File: src/rtl/bas_pkg.sv
// Shared types, codes and reset constants for the beep and alert sequencer.
package bas_pkg;

  localparam int QUEUE_LIMIT_DEF = 16;
  localparam int LINK_COUNT_DEF  = 2;

  localparam int CFG_DATA_W  = 8;
  localparam int CFG_INDEX_W = 3;
  localparam int TICK_W      = 8;
  localparam int PULSE_TOT_W = 4;
  localparam int PULSE_W     = 3;
  localparam int WAITING_W   = 5;

  // Configuration register indexes.
  localparam logic [CFG_INDEX_W-1:0] CFG_BEEP_ON     = 3'd0;
  localparam logic [CFG_INDEX_W-1:0] CFG_BEEP_GAP    = 3'd1;
  localparam logic [CFG_INDEX_W-1:0] CFG_ALERT_ON    = 3'd2;
  localparam logic [CFG_INDEX_W-1:0] CFG_ALERT_GAP   = 3'd3;
  localparam logic [CFG_INDEX_W-1:0] CFG_PULSE_TOTAL = 3'd4;

  // Configuration values after reset.
  localparam logic [TICK_W-1:0]      BEEP_ON_RST     = 8'd6;
  localparam logic [TICK_W-1:0]      BEEP_GAP_RST    = 8'd4;
  localparam logic [TICK_W-1:0]      ALERT_ON_RST    = 8'd18;
  localparam logic [TICK_W-1:0]      ALERT_GAP_RST   = 8'd12;
  localparam logic [PULSE_TOT_W-1:0] PULSE_TOTAL_RST = 4'd3;
  localparam logic [PULSE_TOT_W-1:0] PULSE_TOTAL_MAX = 4'd8;

  typedef enum logic [1:0] {
    OP_TICK = 2'd0,
    OP_BEEP = 2'd1,
    OP_LINK = 2'd2
  } op_t;

  typedef enum logic [1:0] {
    BEEP_NONE    = 2'd0,
    BEEP_ACCEPT  = 2'd1,
    BEEP_REFUSED = 2'd2
  } beep_result_t;

  typedef enum logic [4:0] {
    PH_IDLE      = 5'b00001,
    PH_BEEP_ON   = 5'b00010,
    PH_BEEP_GAP  = 5'b00100,
    PH_ALERT_ON  = 5'b01000,
    PH_ALERT_GAP = 5'b10000
  } phase_t;

endpackage

File: src/rtl/beep_and_alert_sequencer.sv
// Beep and alert sequencer: event decode, phase sequencer and result register.
// The result word of an accepted input word is registered and shown in the cycle after acceptance.
// Throughput: one word per cycle; all state updates in a single pass of
// short logic, and in_ready only drops while a result waits on a stalled output.
// Reset (rst, synchronous, active high) returns the sequencer to idle, clears
// the beep count, alert flags and link states, and reloads the default timings.
module beep_and_alert_sequencer #(
  parameter int QUEUE_LIMIT = bas_pkg::QUEUE_LIMIT_DEF,
  parameter int LINK_COUNT  = bas_pkg::LINK_COUNT_DEF
) (
  input  logic                            clk,
  input  logic                            rst,
  // Configuration write port.
  input  logic                            cfg_write,
  input  logic [bas_pkg::CFG_INDEX_W-1:0] cfg_index,
  input  logic [bas_pkg::CFG_DATA_W-1:0]  cfg_data,
  // Event input channel.
  input  logic                            in_valid,
  output logic                            in_ready,
  input  logic [1:0]                      operation,
  input  logic [1:0]                      link_index,
  input  logic                            link_up,
  // Result output channel.
  output logic                            out_valid,
  input  logic                            out_ready,
  output logic                            buzzer_on,
  output logic [1:0]                      beep_result,
  output logic                            alert_sounding,
  output logic [bas_pkg::WAITING_W-1:0]   beeps_waiting
);
  import bas_pkg::*;

  localparam int CNT_W      = $clog2(QUEUE_LIMIT + 1);
  localparam int LINK_IDX_W = $clog2(LINK_COUNT);

  // Timing configuration.
  logic [TICK_W-1:0]      beep_on_ticks;
  logic [TICK_W-1:0]      beep_gap_ticks;
  logic [TICK_W-1:0]      alert_on_ticks;
  logic [TICK_W-1:0]      alert_gap_ticks;
  logic [PULSE_TOT_W-1:0] alert_pulse_total;

  // Sequencer state.
  phase_t                 phase_now, phase_next;
  logic [TICK_W-1:0]      ticks_remaining, ticks_remaining_next;
  logic [PULSE_W-1:0]     pulses_remaining, pulses_remaining_next;
  logic [CNT_W-1:0]       beep_queue_count, beep_queue_count_next;
  logic                   alert_requested, alert_requested_next;
  logic                   alert_in_progress, alert_in_progress_next;
  logic                   outage_latched, outage_latched_next;
  logic [LINK_COUNT-1:0]  link_state, link_state_next;
  beep_result_t           result_next;

  logic                   accept;
  logic [PULSE_TOT_W-1:0] pulse_total_clamped;
  logic                   link_lost;

  // A new word is taken whenever the result register is empty or being drained,
  // so a waiting result never blocks the input for more than the stall itself.
  assign in_ready = !out_valid || out_ready;
  assign accept   = in_valid && in_ready;

  // Alert pulse count is held to the range one to eight.
  always_comb begin
    if (alert_pulse_total == '0) begin
      pulse_total_clamped = PULSE_TOT_W'(1);
    end else if (alert_pulse_total > PULSE_TOTAL_MAX) begin
      pulse_total_clamped = PULSE_TOTAL_MAX;
    end else begin
      pulse_total_clamped = alert_pulse_total;
    end
  end

  // Next-state logic for one event.
  always_comb begin
    phase_next             = phase_now;
    ticks_remaining_next   = ticks_remaining;
    pulses_remaining_next  = pulses_remaining;
    beep_queue_count_next  = beep_queue_count;
    alert_requested_next   = alert_requested;
    alert_in_progress_next = alert_in_progress;
    outage_latched_next    = outage_latched;
    link_state_next        = link_state;
    result_next            = BEEP_NONE;
    link_lost              = 1'b0;

    case (op_t'(operation))
      OP_TICK: begin
        if (phase_now != PH_IDLE && ticks_remaining > TICK_W'(1)) begin
          // The current phase still has time left.
          ticks_remaining_next = ticks_remaining - TICK_W'(1);
        end else if (phase_now == PH_BEEP_ON) begin
          phase_next           = PH_BEEP_GAP;
          ticks_remaining_next = beep_gap_ticks;
        end else if (phase_now == PH_ALERT_ON) begin
          phase_next           = PH_ALERT_GAP;
          ticks_remaining_next = alert_gap_ticks;
        end else if (phase_now == PH_ALERT_GAP && pulses_remaining != '0) begin
          pulses_remaining_next = pulses_remaining - PULSE_W'(1);
          phase_next            = PH_ALERT_ON;
          ticks_remaining_next  = alert_on_ticks;
        end else begin
          // A gap has ended or the sequencer is idle: pick the next job.
          // A queued alert wins over queued beeps.
          if (phase_now == PH_ALERT_GAP) begin
            alert_in_progress_next = 1'b0;
          end
          if (alert_requested) begin
            alert_requested_next   = 1'b0;
            alert_in_progress_next = 1'b1;
            pulses_remaining_next  = PULSE_W'(pulse_total_clamped - PULSE_TOT_W'(1));
            phase_next             = PH_ALERT_ON;
            ticks_remaining_next   = alert_on_ticks;
          end else if (beep_queue_count != '0) begin
            beep_queue_count_next = beep_queue_count - CNT_W'(1);
            phase_next            = PH_BEEP_ON;
            ticks_remaining_next  = beep_on_ticks;
          end else begin
            phase_next           = PH_IDLE;
            ticks_remaining_next = '0;
          end
        end
      end
      OP_BEEP: begin
        if (beep_queue_count < CNT_W'(QUEUE_LIMIT)) begin
          beep_queue_count_next = beep_queue_count + CNT_W'(1);
          result_next           = BEEP_ACCEPT;
        end else begin
          result_next = BEEP_REFUSED;
        end
      end
      OP_LINK: begin
        if (32'(link_index) < LINK_COUNT) begin
          // Only an up-to-down change counts as a loss.
          link_lost = link_state[link_index[LINK_IDX_W-1:0]] && !link_up;
          link_state_next[link_index[LINK_IDX_W-1:0]] = link_up;
          if (link_lost && !outage_latched) begin
            // First loss of this outage episode; no new alert while one sounds.
            if (!alert_in_progress) begin
              alert_requested_next = 1'b1;
            end
            outage_latched_next = 1'b1;
          end
          // The episode ends once the wireless and broker links are both up.
          if (link_state_next[0] && link_state_next[1]) begin
            outage_latched_next = 1'b0;
          end
        end
      end
      default: begin
        // Unused operation code: no state change.
      end
    endcase
  end

  // Configuration registers.
  always_ff @(posedge clk) begin
    if (rst) begin
      beep_on_ticks     <= BEEP_ON_RST;
      beep_gap_ticks    <= BEEP_GAP_RST;
      alert_on_ticks    <= ALERT_ON_RST;
      alert_gap_ticks   <= ALERT_GAP_RST;
      alert_pulse_total <= PULSE_TOTAL_RST;
    end else if (cfg_write) begin
      unique case (cfg_index)
        CFG_BEEP_ON:     beep_on_ticks     <= cfg_data;
        CFG_BEEP_GAP:    beep_gap_ticks    <= cfg_data;
        CFG_ALERT_ON:    alert_on_ticks    <= cfg_data;
        CFG_ALERT_GAP:   alert_gap_ticks   <= cfg_data;
        CFG_PULSE_TOTAL: alert_pulse_total <= cfg_data[PULSE_TOT_W-1:0];
        default: begin
        end
      endcase
    end
  end

  // Sequencer state registers.
  always_ff @(posedge clk) begin
    if (rst) begin
      phase_now         <= PH_IDLE;
      ticks_remaining   <= '0;
      pulses_remaining  <= '0;
      beep_queue_count  <= '0;
      alert_requested   <= 1'b0;
      alert_in_progress <= 1'b0;
      outage_latched    <= 1'b0;
      link_state        <= '0;
    end else if (accept) begin
      phase_now         <= phase_next;
      ticks_remaining   <= ticks_remaining_next;
      pulses_remaining  <= pulses_remaining_next;
      beep_queue_count  <= beep_queue_count_next;
      alert_requested   <= alert_requested_next;
      alert_in_progress <= alert_in_progress_next;
      outage_latched    <= outage_latched_next;
      link_state        <= link_state_next;
    end
  end

  // Result register: valid flag under reset, payload loaded on each accept.
  always_ff @(posedge clk) begin
    if (rst) begin
      out_valid <= 1'b0;
    end else if (accept) begin
      out_valid <= 1'b1;
    end else if (out_ready) begin
      out_valid <= 1'b0;
    end
  end

  always_ff @(posedge clk) begin
    if (accept) begin
      buzzer_on      <= (phase_next == PH_BEEP_ON) || (phase_next == PH_ALERT_ON);
      beep_result    <= result_next;
      alert_sounding <= alert_in_progress_next;
      beeps_waiting  <= WAITING_W'(beep_queue_count_next);
    end
  end

endmodule

File: config.mk
export PLATFORM = sky130hd
export DESIGN_NAME = beep_and_alert_sequencer
export DESIGN_NICKNAME = d
export VERILOG_FILES = /design/src/rtl/bas_pkg.sv /design/src/rtl/beep_and_alert_sequencer.sv
export SDC_FILE = /design/constraint.sdc
export NUM_CORES = 1
export LEC_CHECK = 0
export BUFFER_PORTS_ARGS = -buffer_cell sky130_fd_sc_hd__buf_2
export CAP_MARGIN = 20
export CORE_ASPECT_RATIO = 0.9
export CORE_UTILIZATION = 40
export DETAILED_ROUTE_END_ITERATION = 8
export GPL_ROUTABILITY_DRIVEN = 1
export REMOVE_ABC_BUFFERS = 1
export SYNTH_ARGS = -nofsm -noshare
export SYNTH_HDL_FRONTEND = slang
export SYNTH_SLANG_ARGS = --single-unit
File: constraint.sdc
create_clock -name clk -period 2.8 [get_ports clk]
set_input_delay 0.56 -clock clk [delete_from_list [all_inputs] [get_ports clk]]
set_output_delay 0.56 -clock clk [all_outputs]
set_load 0.1 [all_outputs]
==> results of run 1 <==
==> sequential cells by signal, indices dropped and copies added, names as in the netlist, 2 cells and up <==
name and cells:
link_state 2, phase_now 5, beeps_waiting 5, alert_on_ticks 8, alert_gap_ticks 8, beep_result 2, ticks_remaining 8, beep_gap_ticks 8
pulses_remaining 3, beep_queue_count 5, beep_on_ticks 8, alert_pulse_total 4
==> worst max-delay path, cell delays in order, from the launching register on <==
cell and delay, ps:
dfxtp_1 360, nor4_2 410, a32o_1 530, nand2_1 380, a2111oi_2 600, a2111oi_2 100
==> metal layers <==
layer,vias to the layer above,global-route usage (%)
met5,-,0
met3,6,5.007
met2,67,32.56
met1,1534,30.55
li1,1616,-
met4,0,4.225
==> area by class of cell <==
cell class / instances / area share [%]
multi-input cells: 327 / 48.83
flip-flops and latches: 72 / 37.12
clock buffers: 11 / 3.943
clock inverters: 5 / 0.9099
repair buffers: 36 / 4.671
well taps: 119 / 3.609
inverters: 10 / 0.9099
==> worst paths after layout <==
check,startpoint,cells after the start,slack [ps],endpoint
max,ticks_remaining[3],5,280,ticks_remaining[3]
min,link_up,2,450,outage_latched
max reg2reg,ticks_remaining[3],5,280,ticks_remaining[3]
min reg2reg,alert_gap_ticks[0],2,460,alert_gap_ticks[0]
==> where the power goes <==
group	internal, mW	switching, mW
clock	0.404	0.420
sequential	1.08	0.0225
combinational	0.0949	0.231
total	1.58	0.673
==> layout by cell type (no fill, tap or decap), types with 3 or more instances in the layout <==
cell and count:
a21oi_1 39, inv_1 10, buf_2 31, mux2i_1 16, nand2_1 78, nand3_1 10, nor4_1 5, nor2b_1 13
o22ai_1 3, nand2b_1 9, a22o_1 6, clkbuf_8 10, o21ai_0 11, a31oi_1 3, buf_4 5, ha_1 5
a211o_1 10, nor3_1 10, clkinv_4 3, a221oi_1 7, dfxtp_1 63, a211oi_1 6, nor2_1 29, o31ai_1 4
and2_1 4, or3_1 4, edfxtp_1 9, nand3b_1 8
==> stage by stage <==
step / instances / instance area (sq um) / power, mW
3_3_place_gp: 564 / 3925 / 1.447
4_1_cts: 580 / 4125 / 2.265
5_1_grt: 580 / 4125 / 2.358
6_report: 580 / 4125 / 2.250
2_1_floorplan: 409 / 3583 / 1.344
3_5_place_dp: 564 / 3925 / 1.450
==> cell families (layout without fill, tap and decap cells) <==
group,after synthesis,count (layout),synth area share (%)
xor gates and xnor gates,2,2,0.4751
adders and majority gates,5,5,1.697
AOI/OAI and AO/OA,111,111,21.14
muxes,18,18,4.954
buffers and inverters,35,62,3.835
DFF,72,72,41.53
and+or+nand+nor,191,191,26.37
==> results.md, run 1 <==
* Tcrit/Tclk final at 90.10%
* Initial Util at 42.05%
* Clock Latency Late Sink at 350 ps
* Via/cell ratio at 5.557
* Number of max-cap violations at 0
* Initial antenna violation count at 0
* Cts repair resizes at 0
* Tmin final at 2523 ps
* M1 wire length at 4746 um
* Synthesized instance count at ~430
* Most used DFF post-synth: dfxtp_1
* Avg Inst Size Synth at ~8.5 sq um
* Seq/Total Area, Yosys at 41.53%
* HPWL reported at the end of detailed placement at 6688 um
* GP Congestion at about 0.86
* Multi-input logic area at 2014 sq um
* Power per cell area at 545.4 nW/um^2
* Worst Hold Class: in -> reg
* Worst slack, placed at 153.1 ps
* Tot GR Track Use at a little over a fifth
* EDFF count, synth at 9
* DR WL met2 at 4085 um
* P_leak at 1.498 nW
* Final WS setup at between 200 and 300 ps
* CTS root buf: clkbuf_8
* Port buffer count at 31
* Vias at about 3200
* Max Slew Vio Count at 0
* Max frequency at ~400 MHz
* GRT overflow at 0
* Syn-to-layout area delta at 11.88%
* Sink Count at 72
* Post-layout util at between 40% and 50%
* Remaining DRCs at 0
* WL met3 at 453 um
* First-pass GRT wire length at ~16000 um
* Crit end category: flop
* Final net count at around 480
* Yosys warns at 0
* DRT Pass-1 Iters at 4
* Layout cells sized above 1 at between 10% and 20%
* Hold Fails Final Rpt at 0
* Sequential Area at 1531 sq um
* Die width at 103.2 um
* CTS tree: built
* Worst path arrival time at ~2700 ps
* Netlist Area Pre-Place at 3687 sq um
* Diodes inserted at 0
* Placeable Area at 8768 sq um
* Commonest cells post-synth: 78 x nand2_1, 63 x dfxtp_1, 39 x a21oi_1
* Setup bufs post-CTS at 0
* Max IR drop VDD at 0.2806 mV
* Critical path fanouts, max at 12
* Status: complete, no violations
* Crit start category: flop
* Synth area leader: dfxtp_1
* WHS at 452.5 ps
* CTS max path bufs at 2
* Clk slew on worst S/H paths at 80 ps
* Num CTS Buffers at 9
* Synth top area share at 34.20%
* Slew margin rel. at between 50% and 60%
* Fillcell total at 882
* Slew @ Worst Pin at 627.6 ps
* H-tree Lvls at 3
* Post-synth ARST share at 0%
* Worst Clk Skew at ~8.5 ps
* Rows at 32
* Post-synth cell types at 64
* Initial DRC count at 202
* Final wirelength at 9344 um
* Most numerous cell in the Yosys netlist: nand2_1
* RSZ-0062 raised after global routing: false
* Kind of critical path: reg -> reg
* Flops & latches, synth at 72
* Die ar. at slightly below 10000 sq um
* Top post-synthesis cells by area: dfxtp_1 34%, nand2_1 7.9%, edfxtp_1 7.3%
* Hold_buf cts at 0
* Top Ports at 32
* Largest net degree at the start of global routing at 51
* ANT nets after route at 0
* Top Layer Used: met4
* Vias in the first global route at a little over 3000
* TNS Setup at 0 ps
* WL/cell at 16.11 um
* Die height at 93.09 um
* WP data required at 3010 ps
* Final setup fails at 0
(Power assumes the default switching activity.)
==> run 2, diff against run 1 <==
- CORE_ASPECT_RATIO: 0.9 -> not set
- SKIP_LAST_GASP: not set -> 1
==> run 2 against run 1 <==
Net effect:
- worst setup slack improved by 150 ps
- clock-buffer cell count fell by 1
- sequential share of layout area down 0.26 points
- largest cell class unchanged
- total power is 4.3% higher
- combinational power about the same
- sequential power about the same
- clock skew up 5.3 ps
==> results.md, run 2 (synthesized netlist as in run 1, its figures left out) <==
* Diodes inserted at 0 (unchanged)
* WHS Endpoint: outage_latched
* Rows at 34 (+6.3%)
* Layout cells sized above 1 at 15.09% (+0.34 points)
* Vias at 3200 (-0.71%)
* WL/cell at 16.39 um (+1.8%)
* Critical path origin: ticks_remaining[0]
* Setup bufs post-CTS at 0 (unchanged)
* Final setup fails at 0 (unchanged)
* P_leak at 1.519 nW (+1.4%)
* Die ar. at 9606 sq um (about the same)
* Max IR drop VDD at 0.2663 mV (-5.1%)
* RSZ-0062 raised after global routing: false
* Power per cell area at 565.2 nW/um^2 (+3.6%)
* Number of max-cap violations at 0 (unchanged)
* R2r worst-path depth at 7 (+2)
* Status: complete, no violations
* Vias in the first global route at 3015 (-0.53%)
* Crit end category: flop
* Worst slack, placed at 432.3 ps (+279.2 ps)
* Crit start category: flop
* Syn-to-layout area delta at 12.66%
* Die height at 98.01 um (+5.3%)
* Clock power frac at 39.1% (+2.5 points)
* Final Power at 2.348 mW (+4.3%)
* Sink Count at 72 (unchanged)
* Tmin final at 2376 ps (-146.7 ps)
* Hold_sp: link_up
* Initial Util at 41.87% (-0.18 points)
* First-pass GRT wire length at 15460 um (-0.80%)
* Placeable Area at 8806 sq um (+0.43%)
* Slew @ Worst Pin at 698.0 ps (+70.39 ps)
* Remaining DRCs at 0 (unchanged)
* Tot GR Track Use at 20.37% (-0.96 points)
* Worst Clk Skew at 13.81 ps (+5.287 ps)
* H-tree Lvls at 3 (unchanged)
* Multi-input logic area at 2014 sq um (unchanged)
* R2R setup slack at 420 ps (+150 ps)
* DRT Pass-1 Iters at 4 (unchanged)
* Reg2reg start: ticks_remaining[0]
* Worst path arrival time at 2470 ps (-260 ps)
* Num CTS Buffers at 9 (unchanged)
* Commonest non-fill, non-tap cell in the layout: nand2_1
* Largest net degree at the start of global routing at 37 (-27%)
* Power share of the combinational group at 14.0% (-0.5 points)
* Crit path max-delay family: compound AO/OA/AOI/OAI gates
* CTS max path bufs at 2 (unchanged)
* WP data required at 2890 ps (-120 ps)
* Hold Crit Depth at 2 (unchanged)
* Hold Fails Final Rpt at 0 (unchanged)
* GRT overflow at 0 (unchanged)
* Clk slew on worst S/H paths at 90 ps (about the same)
* WP buf/inv at 1 (+1)
* Hold_buf cts at 0 (unchanged)
* Cts repair resizes at 0 (unchanged)
* CTS tree: built
* Critical-path top delay cell: a32oi_1
* Die width at 98.01 um (-5.0%)
* Via/cell ratio at 5.594 (+0.67%)
* Slowest stage delay, CP at 430 ps (-170 ps)
* Final WS setup at 423.9 ps (+146.7 ps)
* Initial antenna violation count at 0 (unchanged)
* Clock Latency Late Sink at 360 ps (about the same)
* Worst Hold Class: in -> reg
* Commonest cells after routing, fill and taps aside: 78 x nand2_1, 63 x dfxtp_1, 39 x a21oi_1
* Top Ports at 32 (unchanged)
* Final net count at 485 (+0.62%)
* CTS root buf: clkbuf_8
* Max Slew Vio Count at 0 (unchanged)
* Seq pwr share at 46.9% (-2.0 points)
* ANT nets after route at 0 (unchanged)
* HPWL reported at the end of detailed placement at 6902 um (+3.2%)
* Sequential Area at 1531 sq um (unchanged)
* Max frequency at 420.9 MHz (+6.2%)
* Fillcell total at 849 (-3.7%)
* Sw Share at 28.32% (-1.6 points)
* GP Congestion at 0.9009 (+4.8%)
* Sw Pwr at 0.6650 mW (-1.2%)
* Tcrit/Tclk final at 84.86% (-5.2 points)
* CP cell instances: inv_1, ha_1, or2_2, a32oi_1, nor3_1, a221oi_1, o21ai_0
* Port buffer count at 31 (unchanged)
* Initial DRC count at 233 (+15%)
* Kind of critical path: reg -> reg
* Final wirelength at 9377 um (+0.35%)
* Slew margin rel. at 53.47% (-4.7 points)
* Int Pwr at 1.683 mW (+6.7%)
* Worst flop-to-flop path endpoint: beeps_waiting[1]
* Critical path fanouts, max at 5 (-7)
[run 2: final cells by class]
class / count / share of cell area [%]
Tap cell: 108 / 3.253
Clock buffer: 10 / 3.072
Clock inverter: 6 / 2.229
Inverter: 10 / 0.9036
Multi-Input combinational cell: 327 / 48.49
Sequential cell: 72 / 36.87
Timing Repair Buffer: 39 / 5.181
[run 2: worst max-delay path by stage]
stage | to | slack [ps] | cells past startpoint
after floorplan | pulses_remaining[0] | -2 | 6
after global routing | ticks_remaining[6] | 280 | 7
after detailed placement | beeps_waiting[0] | 430 | 7
after global placement | beeps_waiting[0] | 480 | 7
final | beeps_waiting[1] | 420 | 7
after CTS | beeps_waiting[0] | 420 | 7
[run 2: power groups by stage]
stage / combinational, mW / clock (mW) / sequential [mW]
4_1_cts: 0.328 / 0.936 / 1.10
2_1_floorplan: 0.152 / 0 / 1.19
3_3_place_gp: 0.325 / 0 / 1.13
5_1_grt: 0.356 / 0.987 / 1.11
3_5_place_dp: 0.327 / 0 / 1.13
6_report: 0.329 / 0.917 / 1.10
[run 2: metal layers]
metal / global-route usage (%) / up-vias / share of wire [%] / wire [um]
li1: - / 1630 / - / -
met1: 29.45 / 1498 / 53 / 4947
met2: 30.72 / 61 / 42 / 3969
met3: 3.508 / 11 / 3.6 / 342
met4: 6.527 / 0 / 1.3 / 118
met5: 0 / - / 0 / 0
[run 2: worst reg2reg max path, stage by stage, from the launching register on]
cell and delay (ps):
dfxtp_1 400, inv_1 80, ha_1 230, or2_2 310, a32oi_1 430, nor3_1 180
a221oi_1 350, o21ai_0 150
[run 2: stage by stage]
stage          setup TNS [ps]  hold WS (ps)  instances  util [%]  area (sq um)
2_1_floorplan          -1.761         425.7        409         -          3583
6_report                    0         441.0        572     47.17          4154
5_1_grt                     0         427.6        572     47.17          4154
3_3_place_gp                0         442.3        556     44.67          3934
4_1_cts                     0         439.1        572     47.17          4154
3_5_place_dp                0         452.0        556     44.67          3934
==> run 3, diff against run 2 <==
- clock period: 2.8 -> 2.45 ns (I/O delays scaled with it)
==> run 3 against run 2 <==
Net effect:
- via count increased by 0.72%
- cell area rose by 0.75%
- sequential share of layout area shrank 0.28 points
- combinational power is 16% higher
- maximum frequency rose by 4.7%
- clock-buffer cell count is 1 lower
- global-route usage decreased by 0.36 points
- sequential power grew 15%
- highest routed layer unchanged
==> results.md, run 3 (synthesized netlist as in run 1, its figures left out) <==
* Slew @ Worst Pin at 705.0 ps (+7.013 ps)
* CTS root buf: clkbuf_8
* Final Power at 2.600 mW (+11%)
* Sink Count at 72 (unchanged)
* Top Ports at 32 (unchanged)
* Worst slack, placed at 219.9 ps (-212.4 ps)
* Number of max-cap violations at 0 (unchanged)
* ANT nets after route at 0 (unchanged)
* Non-filler instance count after layout at 579 (+1.2%)
* Placed Cells at 563 (+1.3%)
* Die ar. at 9606 sq um (unchanged)
* Slew margin rel. at 53.00% (-0.47 points)
* Cts repair resizes at 0 (unchanged)
* Clk slew on worst S/H paths at 80 ps (about the same)
* Port buffer count at 31 (unchanged)
* Die width at 98.01 um (unchanged)
* HPWL reported at the end of detailed placement at 6607 um (-4.3%)
* WHS at 369.3 ps (-71.75 ps)
* Setup bufs post-CTS at 0 (unchanged)
* CTS max path bufs at 2 (unchanged)
* Initial antenna violation count at 0 (unchanged)
* Power per cell area at 621.3 nW/um^2 (+9.9%)
* H-tree Lvls at 3 (unchanged)
* Tcrit/Tclk final at 92.66% (+7.8 points)
* Remaining DRCs at 0 (unchanged)
* Largest net degree at the start of global routing at 37 (unchanged)
* WL/cell at 15.52 um (-5.3%)
* Kind of critical path: reg -> reg
* Die height at 98.01 um (unchanged)
* Num CTS Buffers at 9 (unchanged)
* DRT Pass-1 Iters at 5 (+1)
* Area post-placement at 3986 sq um (+1.3%)
* TNS Setup at 0 ps (unchanged)
* P_leak at 1.543 nW (+1.6%)
* Layout cells sized above 1 at 16.56% (+1.5 points)
* RSZ-0062 raised after global routing: false
* Tmin final at 2270 ps (-105.9 ps)
* Final WS setup at 179.9 ps (-244.1 ps)
* Via/cell ratio at 5.566 (-0.50%)
* Final net count at 492 (+1.4%)
* Status: complete, no violations
* Commonest cells after routing, fill and taps aside: 78 x nand2_1, 63 x dfxtp_1, 39 x a21oi_1
* Initial DRC count at 221 (-5.2%)
* Worst path arrival time at 2350 ps (-120 ps)
* First-pass GRT wire length at 15190 um (-1.7%)
* Crit start category: flop
* GP Congestion at 0.9247 (+2.6%)
* WP data required at 2530 ps (-360 ps)
* Design Area, Final at 4185 sq um (+0.75%)
* GRT overflow at 0 (unchanged)
* Rows at 34 (unchanged)
* Crit end category: flop
* Diodes inserted at 0 (unchanged)
* Initial Util at 41.87% (unchanged)
* Critical path fanouts, max at 6 (+1)
* CTS tree: built
* Syn-to-layout area delta at 13.51%
* Commonest non-fill, non-tap cell in the layout: nand2_1
* Max Slew Vio Count at 0 (unchanged)
* Worst Clk Skew at 12.16 ps (-1.652 ps)
* Vias in the first global route at 3005 (-0.33%)
* Post-layout util at 47.53% (+0.36 points)
* Tot GR Track Use at 20.01% (-0.36 points)
* Final setup fails at 0 (unchanged)
* Vias at 3223 (+0.72%)
* Hold_buf cts at 0 (unchanged)
* Max IR drop VDD at 0.2972 mV (+12%)
* Clock Latency Late Sink at 350 ps (about the same)
* Worst Hold Class: in -> reg
* Max frequency at 440.5 MHz (+4.7%)
* Hold Fails Final Rpt at 0 (unchanged)
* Final wirelength at 8985 um (-4.2%)
* Placeable Area at 8806 sq um (unchanged)
## run 3: area by class of cell
cell class,instances,area [sq um]
fill,843,4621
clock buffer,9,123.9
timing repair buffer,46,267.8
tap,108,135.1
sequential,72,1531
inverter,10,37.54
multi-input combinational,327,2014
clock inverter,7,75.07
## run 3: layer usage
layer,track usage [%],wire [um]
met5,0,0
met4,7.343,143
met3,3.293,394
met2,31.96,4101
met1,27.18,4344
## run 3: power breakdown
group,internal [mW],switching (mW)
combinational,0.117,0.266
sequential,1.23,0.0244
clock,0.480,0.482
total,1.83,0.772
## run 3: worst paths after layout
kind | start | endpoint | slack [ps] | cells past startpoint
hold / removal | link_up | outage_latched | 370 | 2
hold reg to reg | beep_gap_ticks[3] | beep_gap_ticks[3] | 460 | 2
setup / recovery | beep_queue_count[0] | beeps_waiting[1] | 180 | 7
setup reg to reg | beep_queue_count[0] | beeps_waiting[1] | 180 | 7
## run 3: critical path, stage by stage, from the launching register on
cell      delay, ps
dfxtp_1         360
inv_1           140
ha_1            240
or4b_1          550
nand2b_1        190
nor3_1           60
a221oi_1        330
o21ai_0         150
